File: src/tcpr_pkg.sv
`default_nettype none

package tcpr_pkg;

  // Field widths of the channel words
  localparam int FONT_INDEX_W = 14;
  localparam int FONT_VALUE_W = 8;
  localparam int CELL_COL_W   = 8;
  localparam int CELL_ROW_W   = 7;
  localparam int ENTRY_W      = 16;
  localparam int SUB_COL_W    = 4;
  localparam int SUB_ROW_W    = 5;
  localparam int ADDR_W       = 32;
  localparam int WORD_W       = 32;
  localparam int LANES        = 4;

  localparam int CFG_INDEX_W  = 3;
  localparam int CFG_DATA_W   = 16;

  // Printable glyph range and the full-intensity level
  localparam logic [7:0] CODE_FIRST     = 8'h21;
  localparam logic [7:0] CODE_LAST      = 8'h7e;
  localparam logic [7:0] FULL_INTENSITY = 8'hff;

  // Input word modes
  localparam logic MODE_LOAD   = 1'b0;
  localparam logic MODE_RENDER = 1'b1;

  typedef enum logic [CFG_INDEX_W-1:0] {
    REG_LINE_PITCH      = 3'd0,
    REG_BYTES_PER_PIXEL = 3'd1,
    REG_RED_OFFSET      = 3'd2,
    REG_GREEN_OFFSET    = 3'd3,
    REG_BLUE_OFFSET     = 3'd4
  } cfg_reg_e;

  typedef struct packed {
    logic [15:0] line_pitch;
    logic [2:0]  bytes_per_pixel;
    logic [1:0]  red_offset;
    logic [1:0]  green_offset;
    logic [1:0]  blue_offset;
  } cfg_t;

  localparam logic [15:0] LINE_PITCH_RESET      = 16'd4096;
  localparam logic [2:0]  BYTES_PER_PIXEL_RESET = 3'd4;
  localparam logic [1:0]  RED_OFFSET_RESET      = 2'd2;
  localparam logic [1:0]  GREEN_OFFSET_RESET    = 2'd1;
  localparam logic [1:0]  BLUE_OFFSET_RESET     = 2'd0;

  // Sixteen-entry console palette, 0xRRGGBB
  localparam logic [23:0] PALETTE [16] = '{
    24'h000000, 24'h0000a8, 24'h00a800, 24'h00a8a8,
    24'ha80000, 24'ha800a8, 24'ha85700, 24'ha8a8a8,
    24'h333333, 24'h5757ff, 24'h57ff57, 24'h57ffff,
    24'hff5757, 24'hff57ff, 24'hffb10f, 24'hffffff
  };

  // Exact quotient by 255 for x up to 255*255, by the add-and-shift identity.
  function automatic logic [7:0] div255(input logic [15:0] x);
    logic [16:0] sum;
    sum = {1'b0, x} + {9'd0, x[15:8]} + 17'd1;
    return sum[15:8];
  endfunction

endpackage

`default_nettype wire

File: src/tcpr_if.sv
`default_nettype none


interface tcpr_cfg_if import tcpr_pkg::*; ();
  logic                   valid;
  logic                   ready;
  logic [CFG_INDEX_W-1:0] index;
  logic [CFG_DATA_W-1:0]  data;

  modport source (output valid, index, data, input ready);
  modport sink (input valid, index, data, output ready);
endinterface

`default_nettype wire

File: src/tcpr_cfg_regs.sv
`default_nettype none

module tcpr_cfg_regs import tcpr_pkg::*; (
  input  logic       clk,
  input  logic       rst,
  tcpr_cfg_if.sink   cfg,
  output cfg_t       regs
);

  assign cfg.ready = 1'b1;

  always_ff @(posedge clk) begin
    if (rst) begin
      regs.line_pitch      <= LINE_PITCH_RESET;
      regs.bytes_per_pixel <= BYTES_PER_PIXEL_RESET;
      regs.red_offset      <= RED_OFFSET_RESET;
      regs.green_offset    <= GREEN_OFFSET_RESET;
      regs.blue_offset     <= BLUE_OFFSET_RESET;
    end else if (cfg.valid) begin
      unique case (cfg_reg_e'(cfg.index))
        REG_LINE_PITCH:      regs.line_pitch      <= cfg.data;
        REG_BYTES_PER_PIXEL: regs.bytes_per_pixel <= cfg.data[2:0];
        REG_RED_OFFSET:      regs.red_offset      <= cfg.data[1:0];
        REG_GREEN_OFFSET:    regs.green_offset    <= cfg.data[1:0];
        REG_BLUE_OFFSET:     regs.blue_offset     <= cfg.data[1:0];
        default: begin
          // Unmapped indexes are ignored.
        end
      endcase
    end
  end

endmodule

`default_nettype wire

File: src/flat_wrapper.sv
// flat-port wrapper written by rule: the top's interface ports become plain ports
module tcpr_cfg_regs_flat import tcpr_pkg::*;
  (clk, rst, regs, cfg_valid, cfg_index, cfg_data, cfg_ready);
  tcpr_cfg_if cfg_i ();
  input  logic clk;
  input  logic rst;
  output cfg_t regs;
  input wire logic [$bits(cfg_i.valid)-1:0] cfg_valid;
  input wire logic [$bits(cfg_i.index)-1:0] cfg_index;
  input wire logic [$bits(cfg_i.data)-1:0] cfg_data;
  output wire logic [$bits(cfg_i.ready)-1:0] cfg_ready;
  assign cfg_i.valid = cfg_valid;
  assign cfg_i.index = cfg_index;
  assign cfg_i.data = cfg_data;
  assign cfg_ready = cfg_i.ready;
  tcpr_cfg_regs u_core (.clk(clk), .rst(rst), .cfg(cfg_i), .regs(regs));
endmodule
File: config.mk
export PLATFORM = sky130hd
export DESIGN_NAME = tcpr_cfg_regs_flat
export DESIGN_NICKNAME = d
export VERILOG_FILES = /design/src/tcpr_pkg.sv /design/src/tcpr_if.sv /design/src/tcpr_cfg_regs.sv /design/src/flat_wrapper.sv
export SDC_FILE = /design/constraint.sdc
export NUM_CORES = 1
export LEC_CHECK = 0
export BUFFER_PORTS_ARGS = -buffer_cell sky130_fd_sc_hd__buf_4
export CAP_MARGIN = 25
export CORE_MARGIN = 2
export CORE_UTILIZATION = 50
export DETAILED_ROUTE_END_ITERATION = 7
export GPL_ROUTABILITY_DRIVEN = 0
export GPL_TIMING_DRIVEN = 0
export PLACE_DENSITY_LB_ADDON = 0.2
export RECOVER_POWER = 50
export SLEW_MARGIN = 20
export SYNTH_ARGS = -nofsm -noshare
export SYNTH_HDL_FRONTEND = slang
export SYNTH_SLANG_ARGS = --single-unit
File: constraint.sdc
create_clock -name clk -period 1.75 [get_ports clk]
set_input_delay 0.0875 -clock clk [delete_from_list [all_inputs] [get_ports clk]]
set_output_delay 0.0875 -clock clk [all_outputs]
set_load 0.005 [all_outputs]
==> metrics.yaml <==
clock-sinks: 25
dr.pass1.iters: 4
run_status: "completed"
fmax_ghz: 0.818
r2r_start: "u_core.regs[10]"
synth_flop_cell: "dfxtp_1"
start_util_pct: 52.4
clock_skew_ps: 0
syn_inst: 107
synth-simple-area-share_pct: 28.9
portBuffers: 46
power.total_mw: 0.987
synthTopCellsByCount: "36 x nand2b_1, 25 x dfxtp_1, 25 x mux2i_1"
syn-cell-area_um2: 1140
ys_warn_count: 0
rsz0062_at_grt: "no"
arrival_ps: 1480
crit_cells: 5
layout-area-overhead-vs-synth_pct: 33.8
avgSynthCellArea_um2: 10.6
io_pins: 48
synth_top_area_share_pct: 44.1
final_cells: 185
track_usage_pct: 19.6
antenna_found_initial: 0
p_per_area_nw_per_um2: 649
cts_setup_buffers: 0
top_register: "u_core.regs"
dp_hpwl_um: 1860
slowest_delay_ps: 480
ff2ff_setup_slack_ps: 1110
slew_violations: 0
drtAntennaViolNets: 0
yosysUniqueCellTypes: 13
insertedDiodeCount: 0
reg_top3: "u_core.regs (25)"
reg2reg_depth: 2
drv_cap: 0
final_util_pct: 70.1
critPathSlowestCell: "clkbuf_1"
crit_path_start_kind: "primary input"
die_x_um: 51.7
synthTopCellsByArea: "dfxtp_1 44%, mux2i_1 22%, nand2b_1 20%"
async_flop_share_pct: 0
fin_nets: 180
cts_resized: 0
dp_cells: 181
path_cells: "clkbuf_1 -> nor4b_1 -> clkbuf_1 -> buf_12 -> mux2i_1"
grt_pass1_vias: 874
muxShareOfSynthArea_pct: 22.0
crit_top_cell: "clkbuf_1"
max_slew.worst_pin.slew_ps: 551
clockRootBuffer: "clkbuf_4"
drc: 0
synth_compound_area_share_pct: 0
yosysTopAreaCell: "dfxtp_1"
synth_edf_count: 0
drive_above_1_share_pct: 33.1
synth_top_family_by_area: "simple AND/OR/NAND/NOR gates"
wl_um: 2360
critPathTopFamily: "buffers and inverters"
worstReg2RegEnd: "u_core.regs[10]"
num_vias: 892
fin_crit_sh_pct: 69.9
grt_pass1_wl_um: 3900
cts_tree: "done"
ir_drop_mv: 0.466
synth_xor_area_share_pct: 0
worstSetupEndpointType: "flip-flop"
hold_class: "in2reg"
cp_max_fo: 10
drt_iter0_markers: 16
synth_seq_cells: 25
cts.clk_slew.worst_paths_ps: 140
cts_buffers: 3
clk_path_buf_depth: 2
grt_max_degree: 16
max-slew-margin-rel_pct: 63.3
startpoint: "cfg_index[1]"
total_leakage_power_nw: 0.663
setup_violations: 0
ctsHtreeMaxLevel: 1
fin_crit_ps: 1220
synth-seq-area-share_pct: 44.1
coreArea_um2: 2170
row_count: 17
synth_most_common_cell: "nand2b_1"
via_per_inst: 4.82
tns_ps: 0
path_buf_inv: 3
cp.required_ps: 2010
largest_register_ff_count: 25
clock_latency_ps: 320
crit_end: "u_core.regs[10]"
cts_hold_buf: 0
wl_per_cell_um: 12.8
hold_viol: 0
synth_nets: 129
grt.overflow.total: 0
critPathKind: "in2reg"
die_y_um: 51.7
dieArea_um2: 2670
synth-adder-area-share_pct: 0
## metal layers
metal	vias up	routed length [um]	GRT usage [%]
li1	449	-	-
met1	419	971	24.4
met2	24	1280	34.2
met3	0	110	3.16
met4	0	0	6.58
met5	-	0	0
## worst min-delay path by stage
stage                             from               to  depth (start not counted)
after floorplan            cfg_data[5]  u_core.regs[14]                          2
after global placement    cfg_data[12]  u_core.regs[21]                          3
after detailed placement   cfg_data[8]  u_core.regs[17]                          3
after CTS                 cfg_data[14]  u_core.regs[23]                          3
after global routing      cfg_data[14]  u_core.regs[23]                          3
final                      cfg_data[8]  u_core.regs[17]                          3
## area by class of cell
class | instances | area [um^2]
Buffer | 7 | 46.3
Fill cell | 191 | 649
Clock inverter | 1 | 7.51
Tap cell | 28 | 35.0
Clock buffer | 3 | 22.5
Multi-Input combinational cell | 75 | 567
Sequential cell | 25 | 500
Timing Repair Buffer | 46 | 342
## worst register-to-register path, cell delays in order (launching register included)
cell      delay (ps)
dfxtp_1          380
nand2b_1          70
mux2i_1          130
## stage by stage
stage          hold slack (ps)  cell area, um^2  setup slack, ps
3_5_place_dp               372             1520              620
4_1_cts                   9.51             1550              832
6_report                  16.8             1520              527
5_1_grt                   4.68             1520              448
2_1_floorplan              242             1140              868
3_3_place_gp               344             1520              661
## cells in the final DEF (no fill, tap or decap), types with 2 or more instances in the layout
master | synthesis | layout
buf_4 | 1 | 46
clkbuf_4 | 0 | 3
clkbuf_1 | 4 | 6
dfxtp_1 | 25 | 25
mux2i_1 | 25 | 25
nand4bb_1 | 2 | 2
nor2_1 | 8 | 8
nand2b_1 | 36 | 36
## report_power, final
| group | internal, mW | switching, mW | leakage (nW) |
|---|---|---|---|
| clock | 0.0873 | 0.178 | 0.0139 |
| sequential | 0.582 | 0.00680 | 0.202 |
| combinational | 0.0811 | 0.0517 | 0.447 |
| total | 0.750 | 0.237 | 0.663 |
## cells by family after synthesis
family,Yosys count
buffers and inverters,7
flip-flops,25
multiplexers,25
other,1
AND/OR/NAND/NOR,49
Note: power is estimated with default switching activity, not from simulation.
